==> config.mk <==
export PLATFORM = sky130hd
export DESIGN_NAME = qau_sqrt
export DESIGN_NICKNAME = d
export VERILOG_FILES = /design/src/qau_pkg.sv /design/src/qau_sqrt.sv
export SDC_FILE = /design/constraint.sdc
export NUM_CORES = 2
export LEC_CHECK = 0
export BUFFER_PORTS_ARGS = -buffer_cell sky130_fd_sc_hd__buf_2
export CORE_MARGIN = 1
export CORE_UTILIZATION = 60
export CTS_CLUSTER_DIAMETER = 150
export DETAILED_ROUTE_END_ITERATION = 7
export GPL_ROUTABILITY_DRIVEN = 1
export PLACE_DENSITY = 0.77
export SYNTH_ARGS = -nofsm -noshare
export SYNTH_HDL_FRONTEND = slang
export SYNTH_MEMORY_MAX_BITS = 65536
export SYNTH_SLANG_ARGS = --single-unit
==> constraint.sdc <==
create_clock -name clk -period 8.4 [get_ports clk]
set_clock_uncertainty 0.2 [all_clocks]
set_input_delay 1.68 -clock clk [delete_from_list [all_inputs] [get_ports clk]]
set_output_delay 1.68 -clock clk [all_outputs]
set_load 0.05 [all_outputs]
==> src/qau_pkg.sv <==
`default_nettype none
package qau_pkg;

    localparam int FRAC_BITS = 16;
    localparam int DATA_W    = 32;
    localparam int LANES     = 4;
    localparam int TERMS     = 4;
    localparam int PROD_W    = 2 * DATA_W;
    localparam int SUM_W     = PROD_W + 2;

    // Lane pipeline: product, sum of terms, rounding.
    localparam int LANE_LAT = 3;

    // Square root: one result bit per stage, then a rounding stage.
    localparam int SQ_W     = SUM_W;
    localparam int SQ_STEPS = SQ_W / 2;
    localparam int ROOT_W   = SQ_STEPS;
    localparam int SQ_REM_W = SQ_STEPS + 3;
    localparam int SQ_LAT   = SQ_STEPS + 1;

    // Divider: the divisor is a factor, a magnitude or a rounded squared norm.
    localparam int DEN_W   = (PROD_W + 1 - FRAC_BITS > ROOT_W) ?
                             (PROD_W + 1 - FRAC_BITS) : ROOT_W;
    localparam int NUM_W   = ((DATA_W + FRAC_BITS > DEN_W) ?
                             (DATA_W + FRAC_BITS) : DEN_W) + 1;
    localparam int DIV_LAT = NUM_W;

    localparam int PIPE_DEPTH = LANE_LAT + SQ_LAT + DIV_LAT + 2;

    typedef logic [3:0] cmd_t;
    localparam cmd_t CMD_ADD   = 4'd0;
    localparam cmd_t CMD_SUB   = 4'd1;
    localparam cmd_t CMD_MUL   = 4'd2;
    localparam cmd_t CMD_SCALE = 4'd3;
    localparam cmd_t CMD_DIV   = 4'd4;
    localparam cmd_t CMD_DOT   = 4'd5;
    localparam cmd_t CMD_MAG   = 4'd6;
    localparam cmd_t CMD_NORM  = 4'd7;
    localparam cmd_t CMD_INV   = 4'd8;

    typedef logic signed [SUM_W-1:0] val_t;

    // Operands of one lane: term k is x[k] * y[k], subtracted when neg[k] is set.
    typedef struct packed {
        logic [TERMS-1:0][DATA_W-1:0] x;
        logic [TERMS-1:0][DATA_W-1:0] y;
        logic [TERMS-1:0]             neg;
    } lane_op_t;

    // Hamilton product: term k of every lane takes A part k and this B part.
    localparam logic [LANES-1:0][TERMS-1:0][1:0] MUL_BI = {
        {2'd0, 2'd1, 2'd2, 2'd3},
        {2'd1, 2'd0, 2'd3, 2'd2},
        {2'd2, 2'd3, 2'd0, 2'd1},
        {2'd3, 2'd2, 2'd1, 2'd0}
    };
    localparam logic [LANES-1:0][TERMS-1:0] MUL_NEG = {
        4'b0100, 4'b0010, 4'b1000, 4'b1110
    };

    typedef struct packed {
        logic [DATA_W-1:0] value;
        logic              clamp;
    } sat_t;

    function automatic sat_t sat_val(input val_t v);
        sat_t s;
        val_t hi;
        val_t lo;
        hi = {{(SUM_W - DATA_W + 1){1'b0}}, {(DATA_W - 1){1'b1}}};
        lo = ~hi;
        s.clamp = 1'b1;
        if (v > hi) begin
            s.value = {1'b0, {(DATA_W - 1){1'b1}}};
        end else if (v < lo) begin
            s.value = {1'b1, {(DATA_W - 1){1'b0}}};
        end else begin
            s.value = v[DATA_W-1:0];
            s.clamp = 1'b0;
        end
        return s;
    endfunction

    function automatic sat_t sat_quot(input logic [NUM_W-1:0] q, input logic neg);
        sat_t s;
        logic [NUM_W-1:0] lim;
        lim = NUM_W'(1) << (DATA_W - 1);
        s.clamp = 1'b0;
        if (neg) begin
            if (q > lim) begin
                s.value = {1'b1, {(DATA_W - 1){1'b0}}};
                s.clamp = 1'b1;
            end else begin
                s.value = ~q[DATA_W-1:0] + 1'b1;
            end
        end else begin
            if (q >= lim) begin
                s.value = {1'b0, {(DATA_W - 1){1'b1}}};
                s.clamp = 1'b1;
            end else begin
                s.value = q[DATA_W-1:0];
            end
        end
        return s;
    endfunction

endpackage
`default_nettype wire

==> src/qau_sqrt.sv <==
`default_nettype none
module qau_sqrt (
    input  wire logic                         clk,
    input  wire logic                         en,
    input  wire logic [qau_pkg::SQ_W-1:0]     x,
    output logic      [qau_pkg::ROOT_W-1:0]   root
);

    logic [qau_pkg::SQ_W-1:0]     x_reg    [qau_pkg::SQ_STEPS-1];
    logic [qau_pkg::SQ_REM_W-1:0] rem_reg  [qau_pkg::SQ_STEPS];
    logic [qau_pkg::ROOT_W-1:0]   root_reg [qau_pkg::SQ_STEPS];
    logic [qau_pkg::ROOT_W-1:0]   round_reg;

    genvar k;
    for (k = 0; k < qau_pkg::SQ_STEPS; k++)
    begin : g_step
        logic [qau_pkg::SQ_W-1:0]     x_in;
        logic [qau_pkg::SQ_REM_W-1:0] rem_in;
        logic [qau_pkg::SQ_REM_W-1:0] rem_sh;
        logic [qau_pkg::SQ_REM_W-1:0] trial;
        logic [qau_pkg::ROOT_W-1:0]   root_in;

        if (k == 0)
        begin : g_first
            assign x_in    = x;
            assign rem_in  = '0;
            assign root_in = '0;
        end
        else
        begin : g_next
            assign x_in    = x_reg[k-1];
            assign rem_in  = rem_reg[k-1];
            assign root_in = root_reg[k-1];
        end

        // Bring down the next pair of radicand bits.
        assign rem_sh = {rem_in[qau_pkg::SQ_REM_W-3:0], x_in[qau_pkg::SQ_W-1-2*k -: 2]};
        assign trial  = qau_pkg::SQ_REM_W'({root_in, 2'b01});

        if (k < qau_pkg::SQ_STEPS - 1)
        begin : g_carry
            always_ff @(posedge clk)
            begin
                if (en)
                    x_reg[k] <= x_in;
            end
        end

        always_ff @(posedge clk)
        begin
            if (en)
            begin
                if (rem_sh >= trial)
                begin
                    rem_reg[k]  <= rem_sh - trial;
                    root_reg[k] <= {root_in[qau_pkg::ROOT_W-2:0], 1'b1};
                end
                else
                begin
                    rem_reg[k]  <= rem_sh;
                    root_reg[k] <= {root_in[qau_pkg::ROOT_W-2:0], 1'b0};
                end
            end
        end
    end

    // Round to nearest: the remainder exceeds the root exactly when the true
    // root lies at or above the halfway point.
    always_ff @(posedge clk)
    begin
        if (en)
        begin
            if (rem_reg[qau_pkg::SQ_STEPS-1] >
                qau_pkg::SQ_REM_W'(root_reg[qau_pkg::SQ_STEPS-1]))
                round_reg <= root_reg[qau_pkg::SQ_STEPS-1] + 1'b1;
            else
                round_reg <= root_reg[qau_pkg::SQ_STEPS-1];
        end
    end

    assign root = round_reg;

endmodule
`default_nettype wire

# After elaboration in Yosys (flattened, before gate mapping)

Memory sizes are Yosys's and may differ from the RTL's.
Index checks and enable logic that the tools add are counted.

Register bits: 33
Bits in latches: 0
Memory bits (writable): 4389
Memory bits (read-only): 0
Memories kept: 3

Add/sub/neg operators: 34
Multipliers: 0
Divide/modulo/power cells: 0
Order comparisons: 34
Eq/ne operators: 0
Shift operators: 0
Multiplexer cells: 267
Bitwise operators: 66
Reductions and logical operators: 0

Memory list:

| name     | words | bits a word | read ports | clocked after Yosys merged registers in | write ports | RTL line       | text |
|---|---|---|---|---|---|---|---|
| x_reg    | 32    | 66          | 32         | 0                                       | 32          | qau_sqrt.sv:9  | `logic [qau_pkg::SQ_W-1:0] x_reg [qau_pkg::SQ_STEPS-1];` |
| rem_reg  | 33    | 36          | 33         | 0                                       | 33          | qau_sqrt.sv:10 | `logic [qau_pkg::SQ_REM_W-1:0] rem_reg [qau_pkg::SQ_STEPS];` |
| root_reg | 33    | 33          | 33         | 0                                       | 33          | qau_sqrt.sv:11 | `logic [qau_pkg::ROOT_W-1:0] root_reg [qau_pkg::SQ_STEPS];` |

Operators by type and width:

| operator                                            | count |
|---|---|
| two-way mux 36 bit                                  | 33 |
| >= comparator 36 x 35 -> 1 bit                      | 32 |
| subtractor 36 x 35 -> 36 bit                        | 32 |
| two-way mux 33 bit                                  | 34 |
| two-way mux 1 bit                                   | 200 |
| OR 1 bit                                            | 66 |
| > comparator 36 x 33 -> 1 bit                       | 1 |
| adder 33 x 1 -> 33 bit, second input constant       | 1 |
| subtractor 2 x 1 -> 3 bit, second input constant    | 1 |
| >= comparator 2 x 1 -> 1 bit, second input constant | 1 |

# Longest topological paths before layout

An unclocked memory read counts as a cell.

Depth after elaboration: 6
Mapped depth: 15

# Worst setup path before layout

Ideal clock, no wire load.

Path type: input-to-reg
Start point: input port en
End point: memory rem_reg[32][0] (netlist name), enable pin
Arrival time: 4877 ps
Setup slack: 2873 ps
Stages on the path: 6
Path buffers: 6
Path through: clkbuf_1 > clkbuf_1 > clkbuf_1 > clkbuf_1 > clkbuf_1 > clkbuf_1

RTL lines:

| item        | RTL line       | text |
|---|---|---|
| from (decl) | qau_sqrt.sv:4  | `input wire logic en,` |
| to (decl)   | qau_sqrt.sv:10 |  |

==> results by group <==
Global routing
  – Largest net degree at the start of global routing: 203
  – GRT Residual Overflow: 0
  – Total Routing Usage GR: 0.2411
  – Initial antenna violation count: 3
  – First-pass GRT wire length: 412.6 mm
  – Vias in the first global route: 76640

Yosys
  – Post-synth net total: 10830
  – Post-synthesis cell type count: 83
  – YS warnings: 0
  – Sequential area share after synthesis: 0.6376
  – Mapped Cells: 10130
  – Post-synth EDFFs: 2722
  – Number of synthesized register bits: 2723
  – Synth Flop Type: edfxtp_1
  – Mapped Avg Cell Area: 12.66 um2
  – Mapped Area: 128200 um2
  – Post-synth ARST share: 0

Clock network
  – Num CTS Buffers: 297
  – Clock root buffer: clkbuf_16
  – Hold buffers post-CTS: 0
  – Worst-Skew Late Latency: 0.92 ns
  – CTS tree: done
  – Clock Pin Slew Worst Setup and Hold Paths: 0.06 ns
  – H-tree depth: 5
  – CTS Sinks: 2723
  – Resized cells post-CTS: 0
  – Setup Buffers After CTS: 0
  – Deepest clock path buffer count: 4

Min path
  – Hold Crit Depth: 0
  – Hold Crit Class: reg -> reg

Drt
  – Via count: 78230
  – DRC viols: 7
  – Final antenna-violating net count: 0
  – Detailed Route Iter0 Violations: 6323
  – DR pass1 iterations: 8
  – Routed vias/inst: 5.842
  – Drt total wl: 261.7 mm
  – WL/cell: 19.55 um

Pwr
  – Gate power share: 0.209
  – Leakage: 0.05412 uW
  – Clock share of power: 0.320
  – Peak VDD IR: 0.2213 mV
  – Switch share: 0.2840
  – Sw power: 11180 uW
  – Pwr dens: 278.2 nW/um2
  – Reg power frac: 0.472
  – P_int: 28180 uW

Finish
  – Number of flip-flops in the largest register: 1073
  – Layout cell share with drive strength beyond 1: 0.06585
  – Commonest non-fill, non-tap cell in the layout: edfxtp_1
  – Final Cell Area: 141500 um2
  – Syn-to-layout area delta: 10.33%
  – Most frequent cells in the layout: edfxtp_1, nand2_1, inv_1
  – Total Nets Final: 11060
  – Finished Core Util: 0.6664

Floorplan
  – Core Area: 212300 um2
  – Core Rows: 169
  – Die ar.: 215600 um2
  – Die Y: 464.3 um
  – Die W: 464.3 um
  – Io pins: 101
  – Starting Density: 0.6040

Setup path
  – CP startpoint kind: flip-flop
  – Crit path DAT: 5.15 ns
  – R2R depth: 10
  – Worst-path maximum fanout: 20
  – Critical path class: reg -> reg
  – Crit path capture type: flip-flop
  – Worst endpoint required time: 8.84 ns

Timing
  – Fin Setup TNS: 0 ns
  – Actual slew at the worst max-slew pin: 1.199 ns
  – Final Hold Fails: 0
  – Final count of negative-setup-slack endpoints: 0
  – RSZ-0062 raised after global routing: false
  – Slew margin rel.: 0.1960
  – Fin crit period: 4.712 ns
  – Fmax: 212.2 MHz
  – Tcrit/Tclk final: 0.5610
  – Final Max Slew Viols: 0

Outcome
  – Status: finished, violations left
  – Failing checks: DRC

Flow run
  – MaxCap Viol Count: 0

Placement
  – Dpl cell area: 132100 um2
  – Detailed placer's ending HPWL: 186.9 mm
  – I/O Buffers: 100
  – RePlAce Congestion: 0.9236
==> per-stage QoR <==
step	power, uW	setup slack [ns]	hold slack, ns	cells
2_1_floorplan	24460	2.873	0.2003	10130
3_3_place_gp	26710	2.999	0.2003	12880
3_5_place_dp	26940	2.924	0.2045	12880
4_1_cts	39640	3.689	0.1964	13390
5_1_grt	41250	3.363	0.1999	13390
6_report	39360	3.688	0.1981	13390
==> routing by layer <==
layer  global-route usage  vias up  part of all wire
met5                    0        -                 0
met4              0.08114        0             0.033
met3              0.03122      577             0.047
met2               0.4194     2175              0.50
met1               0.3123    37800              0.42
li1                     -    37680                 -
==> cells in the mapped netlist (93+ instances only) <==
master    count  area [um2]
a21o_1      286        2147
a21oi_1     544        2723
clkbuf_1    213       799.5
edfxtp_1   2722       81740
ha_1        633        7920
inv_1       802        3010
nand2_1     812        3048
nand2b_1    161        1007
nand3_1     186       930.9
nand4_1     118       738.2
nor2_1      521        1956
nor2b_1      93       581.8
nor3_1      258        1291
nor4_1      137       857.1
o21ai_0     688        3443
or3_1       100       625.6
xnor2_1     476        4169
xor2_1      474        4151
==> final timing paths <==
check,start,endpoint,slack [ns]
worst max-delay path,rem_reg[7][11]$_DFFE_PP_,rem_reg[8][28]$_DFFE_PP_,3.69
worst min-delay path,x_reg[0][889]$_DFFE_PP_,x_reg[0][955]$_DFFE_PP_,0.20
worst max register to register,rem_reg[7][11]$_DFFE_PP_,rem_reg[8][28]$_DFFE_PP_,3.69
worst min register to register,x_reg[0][889]$_DFFE_PP_,x_reg[0][955]$_DFFE_PP_,0.20
==> layout make-up <==
type / instances / area [um2]
Timing Repair Buffer: 161 / 1099
Tap cell: 2821 / 3530
Clock inverter: 169 / 1652
Fill cell: 15210 / 70830
Inverter: 803 / 3014
Sequential cell: 2723 / 81760
Clock buffer: 338 / 7714
Multi-Input combinational cell: 6375 / 42700
Antenna cell: 1 / 2.502
==> critical path, cell delays in order, from the launching register on <==
cell      delay (ns)
edfxtp_1        0.45
or4_1           0.57
or4b_1          0.58
nor4_1          0.49
nand3b_1        0.19
or4_1           0.51
or3_1           0.69
nand2_1         0.31
or2_2           0.22
nor4_1          0.07
xor2_1          0.14
==> cells by family (layout without fill, tap and decap cells) <==
group	count (synthesis)	in the layout	synth area share
xor gates and xnor gates	950	950	0.06489
adders and majority gates	633	633	0.06177
DFF	2723	2723	0.6376
and+or+nand+nor	2690	2690	0.1031
other	0	1	0
muxes	47	47	0.004050
buffers and inverters	1027	1471	0.03013
AOI/OAI and AO/OA	2055	2055	0.09837
==> power by group through the flow <==
stage	logic, uW	registers (uW)	clock network (uW)
after floorplan	6210	18300	0
after global placement	7890	18800	0
after detailed placement	8110	18800	0
after CTS	8180	18600	12900
after global routing	9150	18700	13400
final	8210	18600	12600
Power figures use the tool's default switching activity.
